$ cat config.mk
export PLATFORM = sky130hd
export DESIGN_NAME = wheel_speed_from_hall_pulses_unit
export DESIGN_NICKNAME = d
export VERILOG_FILES = /design/src/rtl/wspd_pkg.sv /design/src/rtl/wheel_speed_from_hall_pulses_unit.sv
export SDC_FILE = /design/constraint.sdc
export NUM_CORES = 2
export LEC_CHECK = 0
export BUFFER_PORTS_ARGS = -buffer_cell sky130_fd_sc_hd__buf_2
export CAP_MARGIN = 20
export CORE_MARGIN = 2
export CORE_UTILIZATION = 40
export DETAILED_ROUTE_END_ITERATION = 8
export HOLD_SLACK_MARGIN = 0.02
export PLACE_DENSITY = 0.54
export SETUP_SLACK_MARGIN = 0.05
export SLEW_MARGIN = 20
export SYNTH_ARGS = -nofsm -noshare
export SYNTH_HDL_FRONTEND = slang
export SYNTH_SLANG_ARGS = --single-unit
$ cat constraint.sdc
create_clock -name clk -period 14.24 [get_ports clk]
set_input_delay 0 -clock clk [delete_from_list [all_inputs] [get_ports clk]]
set_output_delay 0 -clock clk [all_outputs]
set_load 0.005 [all_outputs]
$ cat src/rtl/wspd_pkg.sv
// Package for the wheel speed unit: field widths, register reset values,
// fixed-point scale constants and the result quantity codes.
// No dependencies.
`timescale 1ns / 1ps

package wspd_pkg;

  // field and state widths
  localparam int TEETH_W  = 8;
  localparam int WIN_W    = 20;
  localparam int CIRC_W   = 13;
  localparam int CNT_W    = 32;
  localparam int OUT_W    = 24;
  localparam int CFG_IDX_W = 2;
  localparam int CFG_DAT_W = 20;

  // arithmetic widths
  localparam int K_W      = 33;             // largest scale factor fits 33 bits
  localparam int K_LO_W   = 17;
  localparam int K_HI_W   = K_W - K_LO_W;
  localparam int MUL_A_W  = 32;
  localparam int MUL_B_W  = 20;
  localparam int MUL_P_W  = MUL_A_W + MUL_B_W;
  localparam int ACC_W    = CNT_W + K_W;    // numerator n * k
  localparam int DEN_W    = 40;             // period * teeth
  localparam int QCNT_W   = 5;

  // register reset values
  localparam logic [TEETH_W-1:0] TEETH_RST = TEETH_W'(48);
  localparam logic [WIN_W-1:0]   WIN_RST   = WIN_W'(50000);
  localparam logic [CIRC_W-1:0]  CIRC_RST  = CIRC_W'(2000);

  // scale factors
  localparam logic [K_W-1:0]     RPM_K     = 33'd6000000000;
  localparam logic [MUL_B_W-1:0] MMS_K     = 20'd1000000;
  localparam logic [MUL_B_W-1:0] KPH_K     = 20'd360000;
  localparam logic [OUT_W-1:0]   OUT_MAX   = {OUT_W{1'b1}};

  // configuration register indexes
  localparam logic [CFG_IDX_W-1:0] REG_TEETH = 2'd0;
  localparam logic [CFG_IDX_W-1:0] REG_WIN   = 2'd1;
  localparam logic [CFG_IDX_W-1:0] REG_CIRC  = 2'd2;

  // result quantities, computed in this order
  typedef enum logic [1:0] {
    Q_RPM,
    Q_MMS,
    Q_KPH
  } qty_t;

endpackage

$ cat src/rtl/wheel_speed_from_hall_pulses_unit.sv
// Wheel speed unit top level: tick bookkeeping, sequencer, shared multiplier
// and shared restoring divider. Depends on wspd_pkg.
`timescale 1ns / 1ps

// Usage
// - in_*: one transfer per microsecond tick, in_edge_req flags a hall edge.
// - out_*: one transfer per closed measurement window: rpm, mm/s and km/h,
//   each saturated at 2^24-1, and a valid flag.
// - cfg_*: write enable, register index (0 teeth, 1 window, 2 circumference)
//   and data; write only while the unit is idle.
// Timing
// - a tick that does not close a window leaves the unit idle; ticks may
//   follow every cycle while the unit is idle.
// - a closing tick runs the sequencer: the denominator multiply, then per
//   quantity a scale factor step (a multiply except for rpm), two half
//   multiplies, one range check, a 24-step divide (skipped on saturation)
//   and a post step, and last the store into the output register; in_ready
//   is low while the sequencer runs. The shared 32x20 multiplier and the
//   one-bit-per-cycle divider do the arithmetic.
// - the output register frees the input side: ticks continue while a result
//   waits; only a second closing tick waits for the register to drain.
// Reset
// - synchronous active-low reset clears the counters, loads the default
//   registers (48 teeth, 50000 us window, 2000 mm) and drops out_valid.

module wheel_speed_from_hall_pulses_unit
  import wspd_pkg::*;
(
  input  logic                 clk,
  input  logic                 rst_n,
  // tick channel
  input  logic                 in_valid,
  output logic                 in_ready,
  input  logic                 in_edge_req,
  // result channel
  output logic                 out_valid,
  input  logic                 out_ready,
  output logic [OUT_W-1:0]     out_rpm_centi,
  output logic [OUT_W-1:0]     out_speed_mm_per_s,
  output logic [OUT_W-1:0]     out_speed_kph_centi,
  output logic                 out_valid_res,
  // configuration
  input  logic                 cfg_we,
  input  logic [CFG_IDX_W-1:0] cfg_index,
  input  logic [CFG_DAT_W-1:0] cfg_wdata
);

  typedef enum logic [3:0] {
    S_IDLE,
    S_DEN,
    S_KMUL,
    S_MLO,
    S_MHI,
    S_SAT,
    S_DIV,
    S_POST,
    S_OUT
  } state_t;

  state_t state_r;

  // configuration registers
  logic [TEETH_W-1:0] teeth_r;
  logic [WIN_W-1:0]   win_r;
  logic [CIRC_W-1:0]  circ_r;

  // tick bookkeeping
  logic [CNT_W-1:0] time_r, last_edge_r, period_r, total_r, start_r;
  logic [WIN_W-1:0] elapsed_r;

  // datapath
  logic [CNT_W-1:0]  num_r;
  logic [CNT_W-1:0]  den_a_r;
  logic [DEN_W-1:0]  den_r;
  logic [K_W-1:0]    k_r;
  logic [ACC_W-1:0]  acc_r;
  logic [DEN_W-1:0]  rem_r;
  logic [OUT_W-1:0]  q_r;
  logic [QCNT_W-1:0] cnt_r;
  qty_t              sel_r;
  logic [OUT_W-1:0]  rpm_r, mms_r;

  // output register
  logic             out_valid_r;
  logic [OUT_W-1:0] out_rpm_r, out_mms_r, out_kph_r;
  logic             out_vres_r;

  // effective register values, zero treated as one
  logic [TEETH_W-1:0] teeth_eff;
  logic [WIN_W-1:0]   win_eff;
  assign teeth_eff = (teeth_r == '0) ? TEETH_W'(1) : teeth_r;
  assign win_eff   = (win_r == '0) ? WIN_W'(1) : win_r;

  // tick update, evaluated on the transfer
  logic             in_xfer;
  logic [CNT_W-1:0] time_nxt, last_edge_nxt, period_nxt, total_nxt, n_win;
  logic [WIN_W-1:0] elapsed_nxt;
  logic             win_close;

  assign in_ready = (state_r == S_IDLE);
  assign in_xfer  = in_valid && in_ready;

  always_comb begin
    time_nxt      = time_r + CNT_W'(1);
    last_edge_nxt = last_edge_r;
    period_nxt    = period_r;
    total_nxt     = total_r;
    if (in_edge_req) begin
      period_nxt    = time_nxt - last_edge_r;
      last_edge_nxt = time_nxt;
      total_nxt     = total_r + CNT_W'(1);
    end
    elapsed_nxt = elapsed_r + WIN_W'(1);
    win_close   = (elapsed_nxt >= win_eff);
    n_win       = total_nxt - start_r;
  end

  // shared multiplier operand selection
  logic [MUL_A_W-1:0] mul_a;
  logic [MUL_B_W-1:0] mul_b;
  logic [MUL_P_W-1:0] mul_p;

  always_comb begin
    mul_a = '0;
    mul_b = '0;
    case (state_r)
      S_DEN: begin
        mul_a = den_a_r;
        mul_b = MUL_B_W'(teeth_eff);
      end
      S_KMUL: begin
        mul_a = MUL_A_W'(circ_r);
        mul_b = (sel_r == Q_MMS) ? MMS_K : KPH_K;
      end
      S_MLO: begin
        mul_a = num_r;
        mul_b = MUL_B_W'(k_r[K_LO_W-1:0]);
      end
      S_MHI: begin
        mul_a = num_r;
        mul_b = MUL_B_W'(k_r[K_W-1:K_LO_W]);
      end
      default: begin
        mul_a = '0;
        mul_b = '0;
      end
    endcase
  end

  assign mul_p = MUL_P_W'(mul_a) * MUL_P_W'(mul_b);

  // shared compare and subtract against the denominator
  logic [OUT_W-1:0] acc_lo;
  logic [DEN_W:0]   div_cand;
  logic [DEN_W:0]   cmp_a;
  logic [DEN_W+1:0] cmp_diff;
  logic             cmp_ge;

  assign acc_lo   = acc_r[OUT_W-1:0];
  assign div_cand = {rem_r, acc_lo[cnt_r]};
  assign cmp_a    = (state_r == S_SAT) ? acc_r[ACC_W-1:OUT_W] : div_cand;
  assign cmp_diff = {1'b0, cmp_a} - {2'b00, den_r};
  assign cmp_ge   = !cmp_diff[DEN_W+1];

  // sequencer, tick state and output register
  always_ff @(posedge clk) begin
    if (!rst_n) begin
      state_r     <= S_IDLE;
      teeth_r     <= TEETH_RST;
      win_r       <= WIN_RST;
      circ_r      <= CIRC_RST;
      time_r      <= '0;
      last_edge_r <= '0;
      period_r    <= '0;
      total_r     <= '0;
      start_r     <= '0;
      elapsed_r   <= '0;
      sel_r       <= Q_RPM;
      out_valid_r <= 1'b0;
    end else begin
      // configuration writes
      if (cfg_we) begin
        case (cfg_index)
          REG_TEETH: teeth_r <= cfg_wdata[TEETH_W-1:0];
          REG_WIN:   win_r   <= cfg_wdata[WIN_W-1:0];
          REG_CIRC:  circ_r  <= cfg_wdata[CIRC_W-1:0];
          default:   ;
        endcase
      end

      // result transfer drains the output register, unless a new result loads it
      if (out_valid_r && out_ready && state_r != S_OUT) begin
        out_valid_r <= 1'b0;
      end

      case (state_r)
        S_IDLE: begin
          if (in_xfer) begin
            time_r      <= time_nxt;
            last_edge_r <= last_edge_nxt;
            period_r    <= period_nxt;
            total_r     <= total_nxt;
            if (win_close) begin
              elapsed_r <= '0;
              start_r   <= total_nxt;
              // pulse count, else period fallback, else zero result
              if (n_win != '0) begin
                num_r   <= n_win;
                den_a_r <= CNT_W'(win_eff);
              end else if (period_nxt != '0) begin
                num_r   <= CNT_W'(1);
                den_a_r <= period_nxt;
              end else begin
                num_r   <= '0;
                den_a_r <= CNT_W'(1);
              end
              sel_r   <= Q_RPM;
              state_r <= S_DEN;
            end else begin
              elapsed_r <= elapsed_nxt;
            end
          end
        end
        S_DEN: begin
          den_r   <= mul_p[DEN_W-1:0];
          state_r <= S_KMUL;
        end
        S_KMUL: begin
          k_r     <= (sel_r == Q_RPM) ? RPM_K : mul_p[K_W-1:0];
          state_r <= S_MLO;
        end
        S_MLO: begin
          acc_r   <= ACC_W'(mul_p);
          state_r <= S_MHI;
        end
        S_MHI: begin
          acc_r   <= acc_r + {mul_p[CNT_W+K_HI_W-1:0], {K_LO_W{1'b0}}};
          state_r <= S_SAT;
        end
        // quotient of 2^24 or more saturates
        S_SAT: begin
          if (cmp_ge) begin
            q_r     <= OUT_MAX;
            state_r <= S_POST;
          end else begin
            rem_r   <= acc_r[OUT_W+DEN_W-1:OUT_W];
            q_r     <= '0;
            cnt_r   <= QCNT_W'(OUT_W - 1);
            state_r <= S_DIV;
          end
        end
        // one quotient bit per cycle
        S_DIV: begin
          rem_r <= cmp_ge ? cmp_diff[DEN_W-1:0] : div_cand[DEN_W-1:0];
          q_r   <= {q_r[OUT_W-2:0], cmp_ge};
          if (cnt_r == '0) begin
            state_r <= S_POST;
          end else begin
            cnt_r <= cnt_r - QCNT_W'(1);
          end
        end
        S_POST: begin
          case (sel_r)
            Q_RPM: begin
              rpm_r   <= q_r;
              sel_r   <= Q_MMS;
              state_r <= S_KMUL;
            end
            Q_MMS: begin
              mms_r   <= q_r;
              sel_r   <= Q_KPH;
              state_r <= S_KMUL;
            end
            default: begin
              state_r <= S_OUT;
            end
          endcase
        end
        // wait for a free output register
        S_OUT: begin
          if (!out_valid_r || out_ready) begin
            out_valid_r <= 1'b1;
            out_rpm_r   <= rpm_r;
            out_mms_r   <= mms_r;
            out_kph_r   <= q_r;
            out_vres_r  <= (rpm_r > OUT_W'(1));
            state_r     <= S_IDLE;
          end
        end
        default: begin
          state_r <= S_IDLE;
        end
      endcase
    end
  end

  assign out_valid           = out_valid_r;
  assign out_rpm_centi       = out_rpm_r;
  assign out_speed_mm_per_s  = out_mms_r;
  assign out_speed_kph_centi = out_kph_r;
  assign out_valid_res       = out_vres_r;

  // valid flag follows the rpm value
  a_vres_match: assert property (@(posedge clk) disable iff (!rst_n)
    out_valid_r |-> (out_vres_r == (out_rpm_r > OUT_W'(1))))
    else $error("valid_res does not match rpm");

  // divider remainder stays below the denominator
  a_rem_bound: assert property (@(posedge clk) disable iff (!rst_n)
    (state_r == S_DIV) |-> (rem_r < den_r))
    else $error("divider remainder out of range");

  // denominator is never zero while dividing
  a_den_nonzero: assert property (@(posedge clk) disable iff (!rst_n)
    (state_r == S_SAT || state_r == S_DIV) |-> (den_r != '0))
    else $error("zero denominator");

  // a tick that does not close a window leaves the unit ready
  a_tick_single: assert property (@(posedge clk) disable iff (!rst_n)
    (in_xfer && !win_close) |=> (state_r == S_IDLE))
    else $error("non-closing tick left idle");

  // a closing tick starts the denominator multiply next cycle
  a_close_start: assert property (@(posedge clk) disable iff (!rst_n)
    (in_xfer && win_close) |=> (state_r == S_DEN && elapsed_r == '0))
    else $error("closing tick did not start the computation");

endmodule
==> flow_summary.toml <==
[routing]
vias = 43027
wl_per_cell_microns = 20.5
routed_wirelength_mm = 163
final_antenna_net_count = 0
drt-initial-drc-count = 3599
first_pass_iters = 6
via_per_inst = 5.42
drc = 0

[placed_design]
io_buffer_count = 102
dpl.hpwl_mm = 126
dp.cells = 7781
place.gp.congestion = 0.920

[global_route]
overflow = 0
gr-usage-all-layers_pct = 23.4
antenna_found_initial = 5
grt_first_pass_wirelength_mm = 256
grt_pass1_vias = 43219
grt_max_degree = 85

[floorplanning]
ios = 103
die_x_microns = 375
die_height_microns = 375
dieArea_sq_um = 141000
fp-row-count = 136
coreArea_sq_um = 137000
initial_utilization_pct = 40.2

[synthesis]
netlist_area_sq_um = 55000
avgSynthCellArea_sq_um = 9.08
ys.flop_type = "edfxtp_1"
synth_cells = 6063
seq_area_frac_synth_pct = 29.7
ys_ff_latch = 620
yosys.cell_types.count = 100
synth_edf_count = 392
async_reset_ff_share_pct = 0
ys_warn_count = 0

[final_layout]
area.sequential_sq_um = 16300
syn2layout_area_growth_pct = 9.51
antennaDiodeCount = 0
n_fill_cell = 13375
fin_cells = 7944
final_util_pct = 44.0
multi_input_area_sq_um = 35000
fin_nets = 6993
drive_gt1_share_pct = 6.50

[setup_path]
cpMostUsedCell = "fa_1"
crit_path_max_fanout = 61
crit_arrival_ns = 12.69
cpMaxStageDelayCell = "xor2_1"
end_kind = "flop"
cpPeakStageDelay_ns = 0.70
r2r_slack_ns = 1.94
critical_path_buf_inv_count = 7
critPathTopFamily = "adder cells"
critPathLaunchType = "flop"
reg2reg_depth = 39
crit_type = "flop to flop"
r2r_end = "acc_r[64]"
cp_data_required_time_ns = 14.62
r2r-start = "state_r[2]"

[timing]
finClkSkew_ns = 0.0555
relSlewSlack_pct = 23.1
rsz0062_at_grt = "false"
hold_viol = 0
post-route-min-period_ns = 12.30
fin_tns_setup_ns = 0
drv_slew = 0
setup_viol_count_final = 0
finalCritPeriodShare_pct = 86.4
worstMarginPinSlew_ns = 1.15
max_freq_mhz = 81.3

[min_path]
worstHoldPathType = "primary input to flop"
holdPathEnd = "win_r[19]"
whs_path_depth = 4
hp-start = "cfg_wdata[19]"

[clocking]
clk_pin_slew_worst_paths_ns = 0.06
clock-sinks = 620
root_buffer = "clkbuf_16"
post_cts_resized = 0
clockBufferDepth = 3
cts.htree.levels = 3
clock_latency_ns = 0.71
post-cts-setup-buffers = 0
cts_tree = "built"
cts_buffers = 74

[power]
leakagePower_nw = 26.4
power_density_nw_per_um2 = 92.0
vdd_drop_max_uv = 80.9

[run]
maxCapViolations = 0

[status]
status = "finished, final reports clean"
synth_stat cells, types with 12 or more instances:
master / count / area [sq um]
o21ai_2: 13 / 114
and3_1: 51 / 319
nand2_1: 875 / 3280
o21a_1: 40 / 300
a211oi_1: 64 / 480
or2_2: 12 / 75.1
inv_1: 764 / 2870
nand2b_1: 24 / 150
a221o_1: 15 / 150
clkbuf_1: 278 / 1040
a21o_1: 133 / 998
nor2_1: 569 / 2140
o21ai_0: 194 / 971
a31oi_1: 26 / 163
nor3_1: 63 / 315
nand2_2: 13 / 81.3
and2_1: 49 / 307
nand4_1: 63 / 394
a221oi_1: 18 / 158
o21bai_1: 32 / 240
mux2_2: 13 / 146
ha_1: 342 / 4280
nand3b_1: 14 / 105
or3_1: 30 / 188
a21oi_1: 308 / 1540
fa_1: 533 / 10700
dfxtp_1: 228 / 4560
nand3_1: 141 / 706
xnor2_1: 157 / 1380
edfxtp_1: 392 / 11800
a22oi_1: 38 / 285
o31ai_1: 47 / 353
a22o_1: 21 / 184
buf_1: 21 / 78.8
nor2b_1: 31 / 194
xor2_1: 158 / 1380
mux2i_1: 50 / 500
o211ai_1: 23 / 173
nor4_1: 25 / 156
repair_timing:
| item | CTS | global route |
|---|---|---|
| hold buffers | 27 | 0 |
| setup endpoints to repair | 0 | 0 |
| hold endpoints to repair | 68 | 0 |
stage by stage:
step / total power [mW] / worst slack (ns) / hold WS (ns) / instance area [sq um]
6_report: 5.54 / 1.94 / 0.197 / 60300
5_1_grt: 5.84 / 1.30 / 0.185 / 60300
4_1_cts: 5.58 / 2.18 / 0.136 / 60300
3_5_place_dp: 3.57 / 2.25 / 0.260 / 57500
3_3_place_gp: 3.57 / 2.28 / 0.252 / 57500
2_1_floorplan: 3.11 / 4.00 / 0.124 / 55300
where the power goes:
part           internal (mW)  switching, mW
Sequential              1.96         0.0247
Combinational          0.569           1.01
Clock                   1.16          0.817
Total                   3.69           1.86
how the worst max path moves through the flow:
stage	start	endpoint	depth (start not counted)
3_3_place_gp	state_r[2]	acc_r[64]	39
3_5_place_dp	state_r[2]	acc_r[64]	42
5_1_grt	state_r[2]	acc_r[62]	41
6_report	state_r[2]	acc_r[64]	39
4_1_cts	state_r[2]	acc_r[64]	42
2_1_floorplan	state_r[0]	acc_r[61]	40
cell usage in the layout, fill, tap and decap left out, types with 39 or more instances in the layout:
cell	Yosys	layout
ha_1	342	342
and3_1	51	51
nand4_1	63	63
conb_1	2	57
xnor2_1	157	157
o21a_1	40	39
edfxtp_1	392	392
mux2i_1	50	50
buf_4	1	75
xor2_1	158	158
nand2_1	875	873
a21oi_1	308	306
clkbuf_16	0	78
nand3_1	141	141
o31ai_1	47	47
buf_2	5	102
dfxtp_1	228	228
inv_1	764	764
and2_1	49	47
a211oi_1	64	64
o21ai_0	194	194
a21o_1	133	133
nor2_1	569	561
nor3_1	63	62
fa_1	533	533
area by class of cell:
| class | count | area share (%) |
|---|---|---|
| clock inverter | 35 | 0.695 |
| clock buffer | 101 | 3.45 |
| tap | 1794 | 3.72 |
| inverter | 766 | 4.78 |
| timing repair buffer | 204 | 2.23 |
| sequential | 620 | 27.1 |
| multi-input combinational | 4424 | 58.0 |
cells by family after synthesis:
logic type                 after synthesis  synth area share (%)
buffers and inverters                 1074                  7.38
AOI/OAI and AO/OA                     1101                  13.2
xor gates and xnor gates               316                  5.06
other                                    2                0.0136
adders and majority gates              875                  27.2
muxes                                   70                  1.46
DFF                                    620                  29.7
and+or+nand+nor                       2005                  16.0
per-layer routing:
metal  wire, microns  part of all wire (%)  GRT usage [%]  vias to the layer above
li1                -                     -              -                    20231
met1           74800                    46           32.9                    21332
met2           74300                    46           37.8                     1234
met3            9810                   6.0           3.20                      230
met4            4110                   2.5           6.37                        0
met5               0                     0              0                        -
worst reg2reg max path: cells and delay by family (launching register included):
family | cells | cell delay [ns]
xor+xnor | 2 | 0.81
simple gates | 12 | 2.47
flops | 1 | 0.64
buf+inv | 7 | 1.30
compound gates | 9 | 2.57
fa+ha+maj | 9 | 4.22
registers in the layout, summed over array words and instances (netlist names), 33 cells and up:
| name | flops |
|---|---|
| k_r | 33 |
| rem_r | 40 |
| den_r | 40 |
| acc_r | 65 |
No activity file was read; power rests on OpenSTA's default activity.
